`config.mk`:
```
export PLATFORM = sky130hd
export DESIGN_NAME = lru_key_value_cache
export DESIGN_NICKNAME = d
export VERILOG_FILES = /design/src/rtl/lkv_pkg.sv /design/src/rtl/lkv_cell.sv /design/src/rtl/lru_key_value_cache.sv
export SDC_FILE = /design/constraint.sdc
export NUM_CORES = 1
export LEC_CHECK = 0
export ABC_AREA = 1
export BUFFER_PORTS_ARGS = -buffer_cell sky130_fd_sc_hd__buf_4
export CAP_MARGIN = 25
export CORE_ASPECT_RATIO = 0.9
export CORE_UTILIZATION = 60
export CTS_CLUSTER_SIZE = 40
export DETAILED_ROUTE_END_ITERATION = 16
export PLACE_DENSITY = 0.78
export SLEW_MARGIN = 20
export SYNTH_ARGS = -nofsm -noshare
export SYNTH_HDL_FRONTEND = slang
export SYNTH_SLANG_ARGS = --single-unit
```
`constraint.sdc`:
```
create_clock -name i_clk -period 11.5 [get_ports i_clk]
set_clock_uncertainty 0.15 [all_clocks]
set_input_delay 0.575 -clock i_clk [delete_from_list [all_inputs] [get_ports i_clk]]
set_output_delay 0.575 -clock i_clk [all_outputs]
set_load 0.01 [all_outputs]
```
`src/rtl/lkv_pkg.sv`:
```
// shared constants and types for the lru key/value cache
package lkv_pkg;

    localparam int N_ENTRIES = 16;
    localparam int KEY_W     = 32;
    localparam int VAL_W     = 32;
    localparam int CAP_W     = 5;
    localparam int IDX_W     = $clog2(N_ENTRIES + 1);
    localparam int CMP_W     = (CAP_W > IDX_W) ? CAP_W : IDX_W;
    localparam int APB_AW    = 3;
    localparam int APB_DW    = 32;

    // register index of the capacity register
    localparam logic REG_CAPACITY = 1'b0;
    localparam logic [CAP_W-1:0] CAPACITY_RESET = CAP_W'(16);

    // command codes carried in tuser
    localparam logic CMD_GET = 1'b0;
    localparam logic CMD_PUT = 1'b1;

    // one stored entry
    typedef struct packed {
        logic             valid;
        logic [KEY_W-1:0] key;
        logic [VAL_W-1:0] value;
    } t_entry;

    // per cell control from the sequencer
    typedef struct packed {
        logic cmp;    // compare stored key against the broadcast key
        logic shift;  // take the neighbor's entry
        logic evict;  // drop the entry after the shift
    } t_cell_ctl;

endpackage

```
`src/rtl/lkv_cell.sv`:
```
// one recency-ordered cache cell: holds an entry, compares and shifts from its neighbor
module lkv_cell (
    input  logic                         i_clk,
    input  logic                         i_rst_n,
    input  lkv_pkg::t_cell_ctl           i_ctl,
    input  logic [lkv_pkg::KEY_W-1:0]    i_key,
    input  lkv_pkg::t_entry              i_nb,
    output lkv_pkg::t_entry              o_entry,
    output logic                         o_match
);

    logic                      r_valid;
    logic [lkv_pkg::KEY_W-1:0] r_key;
    logic [lkv_pkg::VAL_W-1:0] r_value;
    logic                      r_match;
    logic                      n_valid;

    // valid follows the shift, then eviction clears it
    always_comb begin
        n_valid = i_ctl.shift ? i_nb.valid : r_valid;
        if (i_ctl.evict) begin
            n_valid = 1'b0;
        end
    end

    // control state
    always_ff @(posedge i_clk) begin
        if (!i_rst_n) begin
            r_valid <= 1'b0;
            r_match <= 1'b0;
        end else begin
            r_valid <= n_valid;
            if (i_ctl.cmp) begin
                r_match <= r_valid && (r_key == i_key);
            end
        end
    end

    // payload
    always_ff @(posedge i_clk) begin
        if (i_ctl.shift) begin
            r_key   <= i_nb.key;
            r_value <= i_nb.value;
        end
    end

    assign o_entry.valid = r_valid;
    assign o_entry.key   = r_key;
    assign o_entry.value = r_value;
    assign o_match       = r_match;

endmodule

```
`src/rtl/lru_key_value_cache.sv`:
```
// lru key/value cache: a chain of cells ordered by recency, head cell most recent
// an accepted item goes through a key compare step, then an update step that loads the result
// items are taken one at a time: the input is ready only in idle, after compare and update
// a result waiting in the output register holds the next item in update and the input off
// reset: synchronous active low, clears all valid bits, capacity returns to 16
// no clearing pass after reset: the first item is accepted in the next cycle
module lru_key_value_cache (
    input  logic                          i_clk,
    input  logic                          i_rst_n,
    // input items
    input  logic                          s_axis_tvalid,
    output logic                          s_axis_tready,
    input  logic [lkv_pkg::KEY_W+lkv_pkg::VAL_W-1:0] s_axis_tdata,  // key, put_value
    input  logic                          s_axis_tuser,  // command
    // result items
    output logic                          m_axis_tvalid,
    input  logic                          m_axis_tready,
    output logic [lkv_pkg::VAL_W-1:0]     m_axis_tdata,  // read_value
    output logic                          m_axis_tuser,  // hit
    // configuration
    input  logic                          psel,
    input  logic                          penable,
    input  logic                          pwrite,
    input  logic [lkv_pkg::APB_AW-1:0]    paddr,
    input  logic [lkv_pkg::APB_DW-1:0]    pwdata,
    output logic [lkv_pkg::APB_DW-1:0]    prdata,
    output logic                          pready
);

    localparam int N = lkv_pkg::N_ENTRIES;

    typedef enum logic [1:0] {S_IDLE, S_CMP, S_UPD} t_state;

    t_state                          r_state;
    logic                            r_cmd;
    logic [lkv_pkg::KEY_W-1:0]       r_key;
    logic [lkv_pkg::VAL_W-1:0]       r_val;
    logic                            r_out_valid;
    logic                            r_out_hit;
    logic [lkv_pkg::VAL_W-1:0]       r_out_data;
    logic [lkv_pkg::CAP_W-1:0]       r_capacity;

    lkv_pkg::t_entry                 w_entry [N];
    lkv_pkg::t_entry                 w_nb    [N];
    lkv_pkg::t_cell_ctl              w_ctl   [N];
    logic [N-1:0]                    w_match;
    logic [N-1:0]                    w_valid;
    logic [N-1:0]                    w_upto_hit;
    logic                            w_hit;
    logic [lkv_pkg::VAL_W-1:0]       w_hit_value;
    logic [lkv_pkg::CMP_W-1:0]       w_cap;
    logic                            w_commit;
    lkv_pkg::t_entry                 w_front;

    // configuration port
    assign pready = 1'b1;
    assign prdata = (paddr[2] == lkv_pkg::REG_CAPACITY)
                  ? lkv_pkg::APB_DW'(r_capacity) : '0;

    always_ff @(posedge i_clk) begin
        if (!i_rst_n) begin
            r_capacity <= lkv_pkg::CAPACITY_RESET;
        end else if (psel && penable && pwrite && pready
                     && paddr[2] == lkv_pkg::REG_CAPACITY) begin
            r_capacity <= pwdata[lkv_pkg::CAP_W-1:0];
        end
    end

    // capacity clamped to the number of cells
    assign w_cap = (lkv_pkg::CMP_W'(r_capacity) > lkv_pkg::CMP_W'(N))
                 ? lkv_pkg::CMP_W'(N) : lkv_pkg::CMP_W'(r_capacity);

    // hit detect, hit value select and the run of cells at or before the hit
    always_comb begin
        logic acc;
        w_hit       = 1'b0;
        w_hit_value = '0;
        for (int i = 0; i < N; i++) begin
            w_hit       = w_hit | w_match[i];
            w_hit_value = w_hit_value | ({lkv_pkg::VAL_W{w_match[i]}} & w_entry[i].value);
        end
        acc = 1'b0;
        for (int i = N - 1; i >= 0; i--) begin
            acc           = acc | w_match[i];
            w_upto_hit[i] = acc;
        end
    end

    // update happens once the output register can take the result
    assign w_commit = (r_state == S_UPD) && (!r_out_valid || m_axis_tready);

    // entry entering the head cell
    assign w_front.valid = 1'b1;
    assign w_front.key   = r_key;
    assign w_front.value = (r_cmd == lkv_pkg::CMD_PUT) ? r_val : w_hit_value;

    // cell chain
    for (genvar g = 0; g < N; g++) begin : g_cell
        if (g == 0) begin : g_head
            assign w_nb[g] = w_front;
        end else begin : g_body
            assign w_nb[g] = w_entry[g-1];
        end

        assign w_ctl[g].cmp   = (r_state == S_CMP);
        assign w_ctl[g].shift = w_commit && (w_hit ? w_upto_hit[g]
                                                   : (r_cmd == lkv_pkg::CMD_PUT));
        assign w_ctl[g].evict = w_commit && !w_hit && (r_cmd == lkv_pkg::CMD_PUT)
                                && (lkv_pkg::CMP_W'(g) >= w_cap);

        lkv_cell u_cell (
            .i_clk   (i_clk),
            .i_rst_n (i_rst_n),
            .i_ctl   (w_ctl[g]),
            .i_key   (r_key),
            .i_nb    (w_nb[g]),
            .o_entry (w_entry[g]),
            .o_match (w_match[g])
        );

        assign w_valid[g] = w_entry[g].valid;
    end

    // sequencer and result register
    always_ff @(posedge i_clk) begin
        if (!i_rst_n) begin
            r_state     <= S_IDLE;
            r_out_valid <= 1'b0;
        end else begin
            // result held until taken, a new one loads as the update commits
            r_out_valid <= w_commit || (r_out_valid && !m_axis_tready);
            case (r_state)
                S_IDLE: begin
                    if (s_axis_tvalid) begin
                        r_state <= S_CMP;
                    end
                end
                S_CMP: begin
                    r_state <= S_UPD;
                end
                S_UPD: begin
                    if (w_commit) begin
                        r_state <= S_IDLE;
                    end
                end
                default: begin
                    r_state <= S_IDLE;
                end
            endcase
        end
    end

    // item and result payload
    always_ff @(posedge i_clk) begin
        if (s_axis_tvalid && s_axis_tready) begin
            r_cmd <= s_axis_tuser;
            r_key <= s_axis_tdata[lkv_pkg::KEY_W-1:0];
            r_val <= s_axis_tdata[lkv_pkg::KEY_W +: lkv_pkg::VAL_W];
        end
        if (w_commit) begin
            r_out_hit <= w_hit;
            if (r_cmd == lkv_pkg::CMD_PUT) begin
                r_out_data <= '0;
            end else if (w_hit) begin
                r_out_data <= w_hit_value;
            end else begin
                r_out_data <= '1;
            end
        end
    end

    assign s_axis_tready = (r_state == S_IDLE);
    assign m_axis_tvalid = r_out_valid;
    assign m_axis_tdata  = r_out_data;
    assign m_axis_tuser  = r_out_hit;

    // a key sits in at most one cell
    a_single_match: assert property (@(posedge i_clk) disable iff (!i_rst_n)
        $onehot0(w_match))
        else $error("key matched in more than one cell");

    // valid cells form an unbroken run from the head
    a_valid_prefix: assert property (@(posedge i_clk) disable iff (!i_rst_n)
        ((w_valid >> 1) & ~w_valid) == '0)
        else $error("gap in the valid run of the cell chain");

    // a result appears only out of the update step
    a_result_from_update: assert property (@(posedge i_clk) disable iff (!i_rst_n)
        $rose(r_out_valid) |-> $past(w_commit))
        else $error("result raised without an update");

    // a put with nonzero capacity leaves its entry in the head cell
    a_put_lands_at_head: assert property (@(posedge i_clk) disable iff (!i_rst_n)
        (w_commit && r_cmd == lkv_pkg::CMD_PUT && w_cap != '0) |=>
            (w_entry[0].valid && w_entry[0].key == $past(r_key)))
        else $error("put entry missing from the head cell");

endmodule

```
# After elaboration in Yosys (flattened, before gate mapping)
# Index checks and enable logic that the tools add are counted.
dict set report op_classes {
  n_eq_ne 20
  n_lt_le_gt_ge 17
  div_mod_pow 0
  muxes 23
  multipliers 0
  n_addsub 0
  reduce_logical 79
  shift 0
  n_bitwise 63
}
# op n
set ops {}
lappend ops {{$and 32x32->32} 16}
lappend ops {{$eq 32x32->1} 16}
lappend ops {{$or 32x32->32} 15}
lappend ops {{$mux 32} 2}
lappend ops {{$logic_and 1x1->1} 56}
lappend ops {{$ge 4x5->1 const A} 8}
lappend ops {{$reduce_or 2->1} 16}
lappend ops {{$or 1x1->1} 30}
lappend ops {{$ge 3x5->1 const A} 4}
lappend ops {{$mux 1} 16}
lappend ops {{$ge 1x5->1 const A} 2}
lappend ops {{$ge 2x5->1 const A} 2}
lappend ops {{$mux 5} 2}
lappend ops {{$pmux 2 s3} 1}
lappend ops {{$gt 5x5->1 const B} 1}
lappend ops {{$mux 2} 2}
lappend ops {{$ne 2x2->1 const B} 2}
lappend ops {{$logic_not 1->1} 3}
lappend ops {{$eq 2x1->1 const B} 1}
lappend ops {{$eq 2x2->1 const B} 1}
lappend ops {{$logic_not 2->1} 1}
lappend ops {{$logic_or 1x1->1} 2}
lappend ops {{$not 1->1} 2}
lappend ops {{$reduce_and 2->1} 1}
dict set report word_totals {
  inputBits 107
  n_memories 0
  elab_cells 274
  mem_bits_rw 0
  rom_bits 0
  reg_bits 1162
  latch_bits 0
}

# Logic depth before layout (Yosys ltp)
# Gate-level depths: netlist (run 1).
dict set report depth {
  ltp_word 20
  depth_mapped 12
}

# Modules after synthesis
# Synthesis (run 1) repeated with hierarchy kept, for this count alone.
dict set report hier_totals {
  hier_cells 4352
  area_unflattened_um2 48759.3
}
# module cells_per_inst n_inst seq_area_each_um2 area_each_um2
set by_module_without_submodules {}
lappend by_module_without_submodules {lkv_cell 198 16 1961.9 2552.4}
lappend by_module_without_submodules {lru_key_value_cache 1184 1 3103.0 7920.1}

# Worst setup path before layout (run 1)
# No wires, ideal clock.
dict set report synth_path {
  path_type {input port to flip-flop}
  startpoint {input s_axis_tvalid}
  endpoint {register r_cmd, enable pin}
  setup_time_ns 0.568
  path_slack_ns 5.761
  cell_stages 2
  arrival_ns 5.021
  path_buffers 0
  cell_sequence {inv_1 nor3_1}
}
dict set report synth_via {
  elab_chain_cells 1
}
# element line_no
set synth_lines {}
lappend synth_lines {{start, declared} lru_key_value_cache.sv:11} ;# input logic s_axis_tvalid,
lappend synth_lines {{$logic_and 1x1->1} lru_key_value_cache.sv:155} ;# if (s_axis_tvalid && s_axis_tready) begin
lappend synth_lines {{end signal, assigned} lru_key_value_cache.sv:156} ;# r_cmd <= s_axis_tuser;
lappend synth_lines {{end, declared} lru_key_value_cache.sv:35} ;# logic r_cmd;
# No other way between the ends.
# A chain may end at the register's enable or synchronous reset.

==> results of run 1 <==
## through the flow
stage	area, sq um	instances	util, %	total power (W)	hold WS (ns)
after floorplan	46500	3348	-	0.00504	0.271
after global placement	48200	4366	63.1	0.00514	0.278
after detailed placement	48200	4366	63.1	0.00515	0.282
after CTS	52400	4638	68.6	0.00870	0.0105
after global routing	52500	4642	68.7	0.00889	0.0197
final	52500	4642	68.7	0.00867	0.0478
## metal layers
layer / routed length (um) / vias to the layer above / track usage (%) / share of wire [%]
li1: - / 12149 / - / -
met1: 41800 / 13346 / 39.0 / 38
met2: 51200 / 1694 / 44.8 / 47
met3: 13200 / 253 / 7.10 / 12
met4: 3520 / 0 / 9.61 / 3.2
met5: 0 / - / 0 / 0
## state kept, by name, indices dropped and copies added, names as in the netlist
name / cells
g_cell.u_cell.r_key: 512
g_cell.u_cell.r_value: 512
m_axis_tdata: 32
r_key: 32
r_val: 32
g_cell.u_cell.o_match: 16
g_cell.u_cell.r_valid: 16
r_capacity: 5
r_state: 2
m_axis_tuser: 1
m_axis_tvalid: 1
r_cmd: 1
## cell usage after synthesis, types with 39 or more instances
cell type,number,area [sq um]
sky130_fd_sc_hd__dfxtp_1,40,801
sky130_fd_sc_hd__a221oi_1,108,946
sky130_fd_sc_hd__clkbuf_1,60,225
sky130_fd_sc_hd__nand3_1,119,596
sky130_fd_sc_hd__a21oi_1,42,210
sky130_fd_sc_hd__nand4_1,74,463
sky130_fd_sc_hd__edfxtp_1,1122,33700
sky130_fd_sc_hd__or2_2,54,338
sky130_fd_sc_hd__nor2_1,195,732
sky130_fd_sc_hd__inv_1,92,345
sky130_fd_sc_hd__buf_2,66,330
sky130_fd_sc_hd__xor2_1,105,920
sky130_fd_sc_hd__xnor2_1,303,2650
sky130_fd_sc_hd__nor3_1,39,195
sky130_fd_sc_hd__nand2_1,738,2770
## layout make-up
type	instances	share of cell area, %
timing repair buffer	231	3.72
inverter	106	0.779
clock inverter	53	0.946
tap	1029	2.45
clock buffer	153	5.79
sequential	1162	65.7
multi-input combinational	1908	20.6
## path summary, 6_finish.rpt
kind,start,slack (ns),end,cells after the start
setup / recovery,g_cell[6].u_cell.o_match$_SDFFE_PN0N_,6.82,g_cell[15].u_cell.r_key[10]$_DFFE_PP_,9
setup reg to reg,g_cell[6].u_cell.o_match$_SDFFE_PN0N_,6.82,g_cell[15].u_cell.r_key[10]$_DFFE_PP_,9
hold / removal,s_axis_tvalid,0.05,r_state[0]$_SDFFE_PN0P_,3
hold reg to reg,g_cell[10].u_cell.r_value[16]$_DFFE_PP_,0.28,g_cell[11].u_cell.r_value[16]$_DFFE_PP_,0
## worst register-to-register path, stage by stage, from the launching register on
cell and delay, ns:
sky130_fd_sc_hd__dfxtp_2 0.67, sky130_fd_sc_hd__nor2_4 0.27, sky130_fd_sc_hd__nand3_4 0.12, sky130_fd_sc_hd__nor2_8 0.19
sky130_fd_sc_hd__nand3_4 0.54, sky130_fd_sc_hd__nand2_4 0.39, sky130_fd_sc_hd__clkinv_2 0.54, sky130_fd_sc_hd__nand2_2 0.24
sky130_fd_sc_hd__clkinv_2 0.62, sky130_fd_sc_hd__buf_4 0.58
## cells by family (layout without fill, tap and decap cells)
logic type | count (synthesis) | in the layout | share of synthesized area (%)
other | 2 | 28 | 0.0162
and+or+nand+nor | 1244 | 1244 | 11.6
DFF | 1162 | 1162 | 74.4
AOI/OAI and AO/OA | 228 | 228 | 3.54
buffers and inverters | 278 | 543 | 2.73
xor gates and xnor gates | 408 | 408 | 7.70
## report_power, final
part	switching [W]	leakage (nW)	internal (W)
Clock	0.00154	1.73	0.00204
Sequential	0.0000691	10.5	0.00469
Combinational	0.000200	5.76	0.000134
Total	0.00180	18.0	0.00687
==> results.md, run 1 <==
* Total Die Area at 78400 sq um
* Netlist area before placement at 46400 sq um
* Average wire per standard cell at 23.6 um
* CTS resizes at 0
* Die H at around 270 um
* Portion of the post-synthesis area used by sequential elements at 74.4%
* FILL cells at 4932
* Slew at the pin with the worst max-slew slack at between 1 and 1.5 ns
* Critical Path, Cell by Cell: nor2_4, nand3_4, nor2_8, nand3_4, nand2_4, clkinv_2, nand2_2, clkinv_2, buf_4
* Total overflow reported by the global router at 0
* Maximum number of pins on one net before global-route repair at 54
* First-pass GRT wire length at 164000 um
* Element type at the critical path end: flip-flop
* Core Box Area at approximately 76000 sq um
* Tmin final at about 4.7 ns
* Number of antenna violations at the first check in global routing at 0
* Run status: finished clean
* Number of flops mapped to enable cells by yosys at 1122
* Post-CTS setup buffer count at 0
* Total I/O pin count at 175
* Latest clock arrival within the worst-skew pair at 0.68 ns
* Final HPWL from detailed placement at 64900 um
* Peak VDD IR at 139 uV
* Final Routed Wirelength at roughly 110000 um
* Maximum level of the CTS H-tree at 3
* DR DRC count at 0
* Count of mapped cells out of synthesis at 3322
* Floorplan die width at 295 um
* TritonCTS clock tree: yes
* Number of distinct library cell variants in the gate-level netlist after synthesis at 43
* Net count, final at 3626
* Setup slack after layout at 6.82 ns
* Clock edge transition at the registers on the reported setup and hold paths at 0.07 ns
* Largest stage delay on the critical path at 0.67 ns
* Fraction of registers with async set/reset at 0%
* Final cycle utilization of the critical path at 40.7%
* Worst slack after detailed placement at 6.91 ns
* Startpoint-to-endpoint class of the critical path: flip-flop to flip-flop
* Antenna cell count at 0
* CTS Sinks at roughly 1200
* Pwr per Cell Area at roughly 170 nW/um^2
* Number of pins exceeding their max-slew limit in the final report at 0
* Total via count after detailed routing at approximately 27000
* Most used flip-flop cell after synthesis: sky130_fd_sc_hd__edfxtp_1
* Peak Freq at 0.214 GHz
* Largest fanout on the critical path at 36
* Layout cell share with drive strength beyond 1 at 12.1%
* Crit path arrival time at 4.88 ns
* Worst setup SP type: flip-flop
* Hold buffer count at CTS at 66
* Area growth from synthesis to final layout at 13.2%
* Number of port buffers at about 120
* Clock buffer count from CTS at 110
* Number of buffers and inverters on the critical path at 3
* Overall Global Routing Usage at 28.4%
* Syn avg cell area at 14.0 sq um
* Leading cell type in the layout, fill and taps excluded: sky130_fd_sc_hd__edfxtp_1
* Global placer's final weighted congestion at 0.949
* Max Root-Sink Buffers at 3
* Worst Path Required at 11.70 ns
* Total negative setup slack at 0 ns
* Slowest cell on crit path: sky130_fd_sc_hd__dfxtp_2
* Leakage at ~18 nW
* Combined area of the multi-input logic cells at 10800 sq um
* Max-cap violations at 0
* Ys Warns at 0
* Hold Path Class: primary input to flip-flop
* Antenna viol nets, final at 0
* DRC marker count from the first detailed-route iteration at 3405
* Root buffer cell: sky130_fd_sc_hd__clkbuf_16
* RSZ-0062 raised after global routing: false
* Crit-path leading delay family: simple AND/OR/NAND/NOR gates
* Via-per-instance ratio at 5.91
* Number of synthesized register bits at 1162
* Via count of the first global-routing pass at 27444
* Number of cell rows at 96
* Area occupied by registers at 34500 sq um
* Final Setup Violations at 0
* Effective utilization at floorplan at 60.7%
* Relative slew slack at about 25%
* Most frequent cells in the layout: sky130_fd_sc_hd__edfxtp_1, sky130_fd_sc_hd__nand2_1, sky130_fd_sc_hd__xnor2_1
* 1st-pass router iterations at 5
* Hold violation total from the final report at 0
Note: power is estimated with default switching activity, not from simulation.
==> inputs of run 2 (changes only) <==
--- a/config.mk
+++ b/config.mk
@@ -5,14 +5,14 @@
 export SDC_FILE = /design/constraint.sdc
 export NUM_CORES = 1
 export LEC_CHECK = 0
-export ABC_AREA = 1
+export ABC_AREA = 0
 export BUFFER_PORTS_ARGS = -buffer_cell sky130_fd_sc_hd__buf_4
 export CAP_MARGIN = 25
 export CORE_ASPECT_RATIO = 0.9
-export CORE_UTILIZATION = 60
+export CORE_UTILIZATION = 55
 export CTS_CLUSTER_SIZE = 40
 export DETAILED_ROUTE_END_ITERATION = 16
-export PLACE_DENSITY = 0.78
+export PLACE_DENSITY = 0.75
 export SLEW_MARGIN = 20
 export SYNTH_ARGS = -nofsm -noshare
 export SYNTH_HDL_FRONTEND = slang
==> constraint.sdc (replaced) <==
create_clock -name i_clk -period 4.1 [get_ports i_clk]
set_clock_uncertainty 0.15 [all_clocks]
set_input_delay 0.205 -clock i_clk [delete_from_list [all_inputs] [get_ports i_clk]]
set_output_delay 0.205 -clock i_clk [all_outputs]
set_load 0.01 [all_outputs]
==> run 2 against run 1 <==
Against the previous run:
- area after synthesis decreased by 3.2%
- count of clock-buffer cells in the layout down 22
- power rose to 2.8 times the previous value
- clock power grew to 2.8 times the previous value
- synthesized cell count down 20%
- worst hold slack better by 0.050 ns
- wire length up 3.1%
- critical path type unchanged
==> results.md, run 2 <==
* Largest registers ranked by flip-flop count: g_cell.u_cell.r_key x512, g_cell.u_cell.r_value x512
* Overall Global Routing Usage at 27.4% (-1.0 points)
* Max-cap violations at 0 (unchanged)
* Syn avg cell area at 16.9 sq um (+21%)
* Slowest cell on crit path: sky130_fd_sc_hd__nor2_4
* Peak Freq at 0.273 GHz (+28%)
* Hold violation total from the final report at 0 (unchanged)
* Global placer's final weighted congestion at 0.941 (-0.84%)
* Final HPWL from detailed placement at 73800 um (+14%)
* Net count, final at 3031 (-16%)
* FF-to-FF End: g_cell[9].u_cell.r_key[15]$_DFFE_PP_
* Tightest hold margin at 0.0977 ns (+0.0498 ns)
* Final Total Pwr at 0.0243 W (+180%)
* Worst Path Required at 4.24 ns (-7.46 ns)
* CTS Sinks at 1162 (unchanged)
* Number of synthesized register bits at 1162 (unchanged)
* Worst r2r src: g_cell[3].u_cell.o_match$_SDFFE_PN0N_
* Area growth from synthesis to final layout at 15.4%
* FILL cells at 5391 (+9.3%)
* Pwr per Cell Area at 468 nW/um^2 (+180%)
* Most used flip-flop cell after synthesis: sky130_fd_sc_hd__edfxtp_1
* Tmin final at 3.66 ns (-1.02 ns)
* Largest stage delay on the critical path at 0.71 ns (+0.04 ns)
* Launch point of the critical path: g_cell[3].u_cell.o_match$_SDFFE_PN0N_
* Most used standard cell by instance count after synthesis: sky130_fd_sc_hd__edfxtp_1
* CTS resizes at 0 (unchanged)
* Maximum number of pins on one net before global-route repair at 66 (+22%)
* Latest clock arrival within the worst-skew pair at 0.68 ns (about the same)
* Final Routed Wirelength at 113000 um (+3.1%)
* Instance count on the critical path at 6 (-3)
* Netlist area before placement at 44900 sq um (-3.2%)
* Number of cell rows at 99 (+3.1%)
* Count of mapped cells out of synthesis at 2660 (-20%)
* Final Setup Violations at 0 (unchanged)
* Relative slew slack at 27.4% (+2.6 points)
* DR DRC count at 0 (unchanged)
* Average wire per standard cell at 27.8 um (+17%)
* Main area contributors after synthesis: sky130_fd_sc_hd__edfxtp_1, sky130_fd_sc_hd__xnor2_1, sky130_fd_sc_hd__xor2_1
* Leading cell type in the layout, fill and taps excluded: sky130_fd_sc_hd__edfxtp_1
* Leakage at 16.7 nW (-7.3%)
* Largest fanout on the critical path at 40 (+11%)
* Critical Path, Cell by Cell: or3_1, nor4_2, a2111oi_0, buf_4, nor2_4, buf_4
* Final cycle utilization of the critical path at 89.3% (+49 points)
* Number of port buffers at 117 (unchanged)
* Total overflow reported by the global router at 0 (unchanged)
* Antenna viol nets, final at 0 (unchanged)
* Via count of the first global-routing pass at 25935 (-5.5%)
* Most frequent cells in the layout: sky130_fd_sc_hd__edfxtp_1, sky130_fd_sc_hd__xnor2_1, sky130_fd_sc_hd__xor2_1
* Fraction of registers with async set/reset at 0% (unchanged)
* Reg2Reg Depth at 6 (-3)
* Crit-path leading delay family: simple AND/OR/NAND/NOR gates
* Total I/O pin count at 175 (unchanged)
* Die H at 273 um (+2.8%)
* Dpl cells at 3792 (-13%)
* Core Box Area at 81000 sq um (+6.0%)
* Non-Filler Instances at 4079 (-12%)
* Number of flops mapped to enable cells by yosys at 1122 (unchanged)
* Element type at the critical path end: flip-flop
* Worst setup SP type: flip-flop
* Layout cell share with drive strength beyond 1 at 14.0% (+1.9 points)
* TritonCTS clock tree: yes
* Number of distinct library cell variants in the gate-level netlist after synthesis at 48 (+12%)
* Crit path arrival time at 3.80 ns (-1.08 ns)
* Most frequent CP cell: sky130_fd_sc_hd__buf_4
* Max Root-Sink Buffers at 3 (unchanged)
* Effective utilization at floorplan at 55.5% (-5.3 points)
* Area after DPL at 47500 sq um (-1.4%)
* Startpoint-to-endpoint class of the critical path: flip-flop to flip-flop
* Via-per-instance ratio at 6.28 (+6.2%)
* Slew at the pin with the worst max-slew slack at 1.08 ns (-0.0490 ns)
* Peak VDD IR at 359 uV (+160%)
* Biggest area consumer among synthesized cells: sky130_fd_sc_hd__edfxtp_1
* Total via count after detailed routing at 25619 (-6.6%)
* DRC marker count from the first detailed-route iteration at 3548 (+4.2%)
* Endpoint of the worst setup timing path: g_cell[9].u_cell.r_key[15]$_DFFE_PP_
* FF-to-FF setup slack at 0.44 ns (-6.38 ns)
* Total Die Area at 82800 sq um (+5.6%)
* Root buffer cell: sky130_fd_sc_hd__clkbuf_16
* First-pass GRT wire length at 165000 um (+0.67%)
* Number of stages on the worst hold path at 2 (-1)
* Hold Path Class: primary input to flip-flop
* Ys Warns at 0 (unchanged)
* Run status: finished clean
* Number of pins exceeding their max-slew limit in the final report at 0 (unchanged)
* Portion of the post-synthesis area used by sequential elements at 76.8% (+2.4 points)
* Total negative setup slack at 0 ns (unchanged)
* Post-synth top cells: sky130_fd_sc_hd__edfxtp_1, sky130_fd_sc_hd__xnor2_1, sky130_fd_sc_hd__xor2_1
* 1st-pass router iterations at 7 (+2)
* Clock buffer count from CTS at 110 (unchanged)
* Finished layout cell area at 51800 sq um (-1.3%)
* Maximum level of the CTS H-tree at 3 (unchanged)
* RSZ-0062 raised after global routing: false
* Proportion of netlist area held by the largest area contributor at 75.0% (+2.4 points)
* Floorplan die width at 303 um (+2.8%)
* Number of buffers and inverters on the critical path at 2 (-1)
* Number of antenna violations at the first check in global routing at 0 (unchanged)
* Clock edge transition at the registers on the reported setup and hold paths at 0.07 ns (about the same)
[run 2: worst register-to-register path: stages (launching register included)]
cell                        delay (ns)
sky130_fd_sc_hd__dfxtp_2          0.32
sky130_fd_sc_hd__or3_1            0.49
sky130_fd_sc_hd__nor4_2           0.50
sky130_fd_sc_hd__a2111oi_0        0.27
sky130_fd_sc_hd__buf_4            0.21
sky130_fd_sc_hd__nor2_4           0.71
sky130_fd_sc_hd__buf_4            0.58
[run 2: routing by layer]
| layer | up-vias | track usage, % | wire length, um |
|---|---|---|---|
| met5 | - | 0 | 0 |
| met4 | 0 | 10.4 | 4150 |
| met3 | 302 | 6.15 | 13800 |
| met2 | 1795 | 42.2 | 52200 |
| met1 | 12736 | 38.4 | 43100 |
| li1 | 10786 | - | - |
[run 2: what timing repair did]
item                                   CTS  global route
setup buffers                            0             0
hold buffers                            80             0
endpoints found under the hold margin   78             0
setup endpoints to repair                0             0
[run 2: metrics by stage]
step	utilization, %	worst slack (ns)
floorplan	-	-1.19
global placement	58.7	0.606
detailed placement	58.7	0.564
CTS	64.0	0.484
global route	64.0	0.252
finish	64.0	0.440
[run 2: logic make-up (layout without fill, tap and decap cells)]
logic type	after synthesis	count (layout)	share of synthesized area [%]
AND/OR/NAND/NOR	395	395	4.74
other	2	29	0.0167
AO/OA/AOI/OAI	385	385	6.30
flip-flops	1162	1162	76.8
multiplexers	15	15	0.334
XOR/XNOR	512	512	9.98
buffers and inverters	189	521	1.85
[run 2: power breakdown]
part / internal, W / switching [W] / total, W
clock: 0.00562 / 0.00434 / 0.00995
combinational: 0.000398 / 0.000562 / 0.000960
sequential: 0.0131 / 0.000216 / 0.0134
total: 0.0192 / 0.00511 / 0.0243
[run 2: layout make-up]
cell class              instances  area [sq um]  share of cell area [%]
well taps                    1060          1330                    2.56
repair buffers                306          2600                    5.01
clock inverters                75           624                    1.20
diodes                          1          2.50                 0.00483
inverters                       9          38.8                  0.0748
flip-flops and latches       1162         34500                    66.6
clock buffers                 131          2870                    5.55
multi-input cells            1335          9850                    19.0
[run 2: worst min-delay path by stage]
stage	endpoint	start	slack, ns
finish	r_val[19]$_DFFE_PP_	s_axis_tdata[51]	0.1
global route	r_key[0]$_DFFE_PP_	s_axis_tdata[0]	0.10
CTS	r_key[30]$_DFFE_PP_	s_axis_tdata[30]	0.08
detailed placement	r_val[26]$_DFFE_PP_	s_axis_tdata[58]	0.23
global placement	r_key[21]$_DFFE_PP_	s_axis_tdata[21]	0.23
floorplan	r_cmd$_DFFE_PP_	s_axis_tuser	0.15
